`config.mk`:
```
export PLATFORM = sky130hd
export DESIGN_NAME = cif_ctrl
export DESIGN_NICKNAME = d
export VERILOG_FILES = /design/src/design/cif_pkg.sv /design/src/design/cif_ctrl.sv
export SDC_FILE = /design/constraint.sdc
export NUM_CORES = 1
export LEC_CHECK = 0
export ABC_AREA = 0
export BUFFER_PORTS_ARGS = -buffer_cell sky130_fd_sc_hd__clkbuf_2
export CORE_UTILIZATION = 52
export CTS_CLUSTER_SIZE = 28
export DETAILED_ROUTE_END_ITERATION = 12
export PLACE_DENSITY = 0.83
export SLEW_MARGIN = 20
export SYNTH_ARGS = -nofsm -noshare
export SYNTH_HDL_FRONTEND = slang
export SYNTH_SLANG_ARGS = --single-unit
export TNS_END_PERCENT = 5
```
`constraint.sdc`:
```
create_clock -name clk -period 3.5 [get_ports clk]
set_input_delay 0.525 -clock clk [delete_from_list [all_inputs] [get_ports clk]]
set_output_delay 0.525 -clock clk [all_outputs]
set_load 0.02 [all_outputs]
```
`src/design/cif_pkg.sv`:
```
// ---------------------------------------------------------------------------
// cif_pkg
// Types and constants shared by the complex IIR filter modules.
// ---------------------------------------------------------------------------
`timescale 1ns / 1ps

package cif_pkg;

    localparam int SAMPLE_W    = 16;
    localparam int COEF_W      = 16;
    localparam int ROUND_SHIFT = 14;
    localparam int MODE_W      = 2;
    localparam int INDEX_W     = 4;
    localparam int NUM_ORD_W   = 4;
    localparam int DEN_ORD_W   = 5;
    localparam int TAP_W       = 5;
    localparam int ITEM_W      = 72;
    localparam int RESULT_W    = 32;

    localparam logic [MODE_W-1:0] MODE_FILTER = 2'd0;
    localparam logic [MODE_W-1:0] MODE_NUM_WR = 2'd1;
    localparam logic [MODE_W-1:0] MODE_DEN_WR = 2'd2;

    localparam logic REG_NUM_ORDER = 1'b0;
    localparam logic REG_DEN_ORDER = 1'b1;

    typedef enum logic [2:0] {
        S_IDLE,
        S_NUM,
        S_DEN,
        S_DRAIN,
        S_ROUND,
        S_OUT
    } cif_state_t;

    typedef struct packed {
        logic             load_x;
        logic             num_wr;
        logic             den_wr;
        logic             issue;
        logic             issue_den;
        logic [TAP_W-1:0] tap;
        logic             round;
        logic             commit;
    } cif_cmd_t;

    typedef struct packed {
        logic pipe_busy;
        logic out_free;
    } cif_status_t;

endpackage

```
`src/design/cif_ctrl.sv`:
```
// ---------------------------------------------------------------------------
// cif_ctrl
// Sequencer: walks the numerator and feedback taps and commits each result.
// ---------------------------------------------------------------------------
`timescale 1ns / 1ps

module cif_ctrl import cif_pkg::*; #(
    parameter int NUM_TAPS = 16,
    parameter int DEN_TAPS = 16
) (
    input  logic                 clk,
    input  logic                 rst_n,
    input  logic                 in_valid,
    output logic                 in_ready,
    input  logic [MODE_W-1:0]    mode,
    input  logic [NUM_ORD_W-1:0] num_order,
    input  logic [DEN_ORD_W-1:0] den_order,
    input  cif_status_t          status,
    output cif_cmd_t             cmd
);

    cif_state_t       state_reg, state_next;
    logic [TAP_W-1:0] tap_reg, tap_next;
    logic [TAP_W-1:0] last_num;
    logic [TAP_W-1:0] den_cnt;

    assign last_num = (32'(num_order) > NUM_TAPS - 1) ? TAP_W'(NUM_TAPS - 1)
                                                       : TAP_W'(num_order);
    assign den_cnt  = (32'(den_order) > DEN_TAPS) ? TAP_W'(DEN_TAPS)
                                                   : TAP_W'(den_order);

    always_ff @(posedge clk or negedge rst_n)
    begin
        if (!rst_n)
        begin
            state_reg <= S_IDLE;
            tap_reg   <= '0;
        end
        else
        begin
            state_reg <= state_next;
            tap_reg   <= tap_next;
        end
    end

    always_comb
    begin
        state_next = state_reg;
        tap_next   = tap_reg;
        cmd        = '0;
        cmd.tap    = tap_reg;
        in_ready   = 1'b0;
        case (state_reg)
            S_IDLE:
            begin
                in_ready = 1'b1;
                if (in_valid)
                begin
                    case (mode)
                        MODE_FILTER:
                        begin
                            cmd.load_x = 1'b1;
                            tap_next   = '0;
                            state_next = S_NUM;
                        end
                        MODE_NUM_WR: cmd.num_wr = 1'b1;
                        MODE_DEN_WR: cmd.den_wr = 1'b1;
                        default:     ;
                    endcase
                end
            end
            S_NUM:
            begin
                cmd.issue = 1'b1;
                if (tap_reg == last_num)
                begin
                    tap_next   = '0;
                    state_next = (den_cnt == '0) ? S_DRAIN : S_DEN;
                end
                else
                begin
                    tap_next = tap_reg + 1'b1;
                end
            end
            S_DEN:
            begin
                cmd.issue     = 1'b1;
                cmd.issue_den = 1'b1;
                if (tap_reg == den_cnt - 1'b1)
                begin
                    state_next = S_DRAIN;
                end
                else
                begin
                    tap_next = tap_reg + 1'b1;
                end
            end
            S_DRAIN:
            begin
                if (!status.pipe_busy)
                begin
                    state_next = S_ROUND;
                end
            end
            S_ROUND:
            begin
                cmd.round  = 1'b1;
                state_next = S_OUT;
            end
            S_OUT:
            begin
                if (status.out_free)
                begin
                    cmd.commit = 1'b1;
                    state_next = S_IDLE;
                end
            end
            default: state_next = S_IDLE;
        endcase
    end

endmodule

```
==> impl_metrics.yaml <==
cts:
  clkTransAtPathRegs_ns: 0.06
  cts_hold_buf: 0
  clkLatencyLatePin_ns: 0.26
  cts_tree: "done"
  post_cts_buffers: 0
  cts.repair.resized: 0
  clockBufferDepth: 2
  htreeDepth: 1
  cts_sinks: 8
  numCtsBuffers: 3
  cts-root-buf: "clkbuf_4"
setup_path:
  slowest_stage: "or3_1"
  crit_path_end_kind: "flop"
  critical-path-max-stage-delay_ns: 0.37
  crit_chain: "clkbuf_2, nand2b_1, ha_1, nor4b_2, a211oi_1, nor4b_1, and3_1, or3_1, a21oi_1"
  r2r_end: "tap_reg[2]$_DFFE_PN0P_"
  crit_arrival_ns: 2.50
  critPathLaunchType: "primary input"
  crit_start: "den_order[4]"
  cp_max_fo: 8
  worst-setup-path-type: "in2reg"
  crit_path_end: "tap_reg[4]$_DFFE_PN0P_"
  ff2ff_setup_slack_ns: 1.49
  rr_worst_depth: 6
  worstReg2RegStart: "state_reg[1]$_DFFE_PN0P_"
  crit_required_ns: 3.69
synthesis:
  synth_warnings: 0
  syn_nets: 122
  syn_area_per_cell_um2: 7.64
  yosysSeqAreaShare_pct: 25.2
  synth_edf_count: 0
  async_flop_share_pct: 100
  synth_flop_cell: "dfrtp_1"
  ys_types: 38
  synth-seq-cells: 8
  syn_area_um2: 795
  synthCells: 104
sta:
  rsz0062_at_grt: "false"
  setup_tns_ns: 0
  clock_skew_ns: 0.0126
  drv_slew: 0
  period_share_pct: 66.1
  period_needed_ns: 2.31
  slew_headroom_pct: 70.3
  worstMarginPinSlew_ns: 0.442
  finalSetupViolCount: 0
  max_freq_mhz: 432
  hold_viol: 0
detailed_routing:
  route.detailed.drc: 0
  drt_pre_antenna_iters: 4
  wl_per_cell_um: 13.3
  postRouteWirelength_um: 1930
  vias_per_cell: 6.12
  vias: 887
  drt-initial-drc-count: 22
  drtAntennaViolNets: 0
die:
  die_y_um: 41.1
  die_width_um: 41.1
  start_util_pct: 58.2
  row_count: 13
  floorplan.die_area_mm2: 0.00169
  num_io_pins: 29
  fp.coreArea_mm2: 0.00137
place:
  gp_congestion: 0.814
  place.port_buffers: 28
  dpl_cell_area_um2: 925
  dp.cells: 142
  dp.final_hpwl_um: 1530
grt:
  grt_pass1_vias: 747
  grt_antenna_before_repair: 0
  globalRouteOverflowTotal: 0
  grt_max_degree: 16
  grt_pass1_wl_um: 2890
  grt_usage_pct: 26.0
worst_hold_path:
  hold_path.class: "in2async"
final_layout:
  largest_register_ffs: 5
  fin_util_pct: 69.3
  layout-drive-gt1-share_pct: 26.2
  final_nets: 150
  final_cells: 145
  stdcell_area_um2: 947
  area_growth_syn_to_layout_pct: 19.2
  diodes: 0
power_and_ir_drop:
  ir_drop_mv: 0.645
  finalPower_mw: 0.740
  power.density_mw_per_mm2: 782
  p_leak_nw: 0.474
outcome:
  outcome: "finished clean"
job:
  drv_cap: 0
-- final cells by class --
cell class / instances / area (um^2)
inverters: 6 / 22.5
well taps: 15 / 18.8
repair buffers: 28 / 140
flip-flops and latches: 8 / 200
fillers: 109 / 419
clock buffers: 3 / 22.5
multi-input cells: 85 / 543
-- cell usage in the layout (no fill, tap or decap), types with 3 or more instances in the layout --
cell type / count
clkbuf_2: 28
clkbuf_4: 3
nand2_1: 8
a21oi_1: 7
nor3_1: 5
nand2b_1: 5
inv_1: 6
xor2_1: 7
nor2_1: 7
and3_1: 4
o21ai_0: 6
nand3_1: 6
dfrtp_1: 8
-- synth_stat cells, types with 4 or more instances --
cell type	instances	area, um^2
xor2_1	7	61.3
nand3_1	6	30.0
nand2b_1	5	31.3
inv_1	6	22.5
dfrtp_1	8	200
nand2_1	8	30.0
nor2_1	7	26.3
nor3_1	5	25.0
a21oi_1	7	35.0
o21ai_0	6	30.0
and3_1	4	25.0
-- worst max-delay path, delay by kind of cell --
family,cells,cell delay [ns]
and+or+nand+nor,5,1.12
AOI/OAI and AO/OA,2,0.45
adders and majority gates,1,0.27
buffers and inverters,1,0.13
-- routing by layer --
metal	track usage, %	routed length, um	vias to the layer above	part of all wire, %
li1	-	-	437	-
met1	32.1	860	410	45
met2	45.3	947	35	49
met3	3.26	96	5	5.0
met4	10.5	25	0	1.3
met5	0	0	-	0
-- power by group --
part	switching [mW]	internal (mW)	total (mW)	leakage (nW)
Clock	0.0303	0.0392	0.0694	0.0138
Combinational	0.268	0.180	0.448	0.356
Sequential	0.0915	0.131	0.223	0.104
-- logic make-up (layout without fill, tap and decap cells) --
kind of cell               Yosys count  count (layout)  synth area share (%)
buffers and inverters               11              37                  6.46
DFF                                  8               8                  25.2
xor gates and xnor gates             8               8                  8.82
AOI/OAI and AO/OA                   25              25                  20.3
and+or+nand+nor                     49              49                  34.8
adders and majority gates            2               2                  3.15
muxes                                1               1                  1.26
-- metrics by stage --
step                      setup WS [ns]  hold slack (ns)
after global placement             1.06            0.377
after detailed placement          0.959            0.379
after global routing               1.04            0.109
after floorplan                    1.22            0.229
final                              1.19            0.100
after CTS                          1.21            0.100
-- how the worst min path moves through the flow --
| stage | end | slack [ns] | from |
|---|---|---|---|
| floorplan | state_reg[0]$_DFFE_PN0P_ | 0.23 | rst_n |
| CTS | tap_reg[1]$_DFFE_PN0P_ | 0.10 | rst_n |
| finish | tap_reg[1]$_DFFE_PN0P_ | 0.10 | rst_n |
| global route | tap_reg[1]$_DFFE_PN0P_ | 0.11 | rst_n |
| detailed placement | tap_reg[1]$_DFFE_PN0P_ | 0.38 | rst_n |
| global placement | tap_reg[1]$_DFFE_PN0P_ | 0.38 | rst_n |
Power figures use the tool's default switching activity.
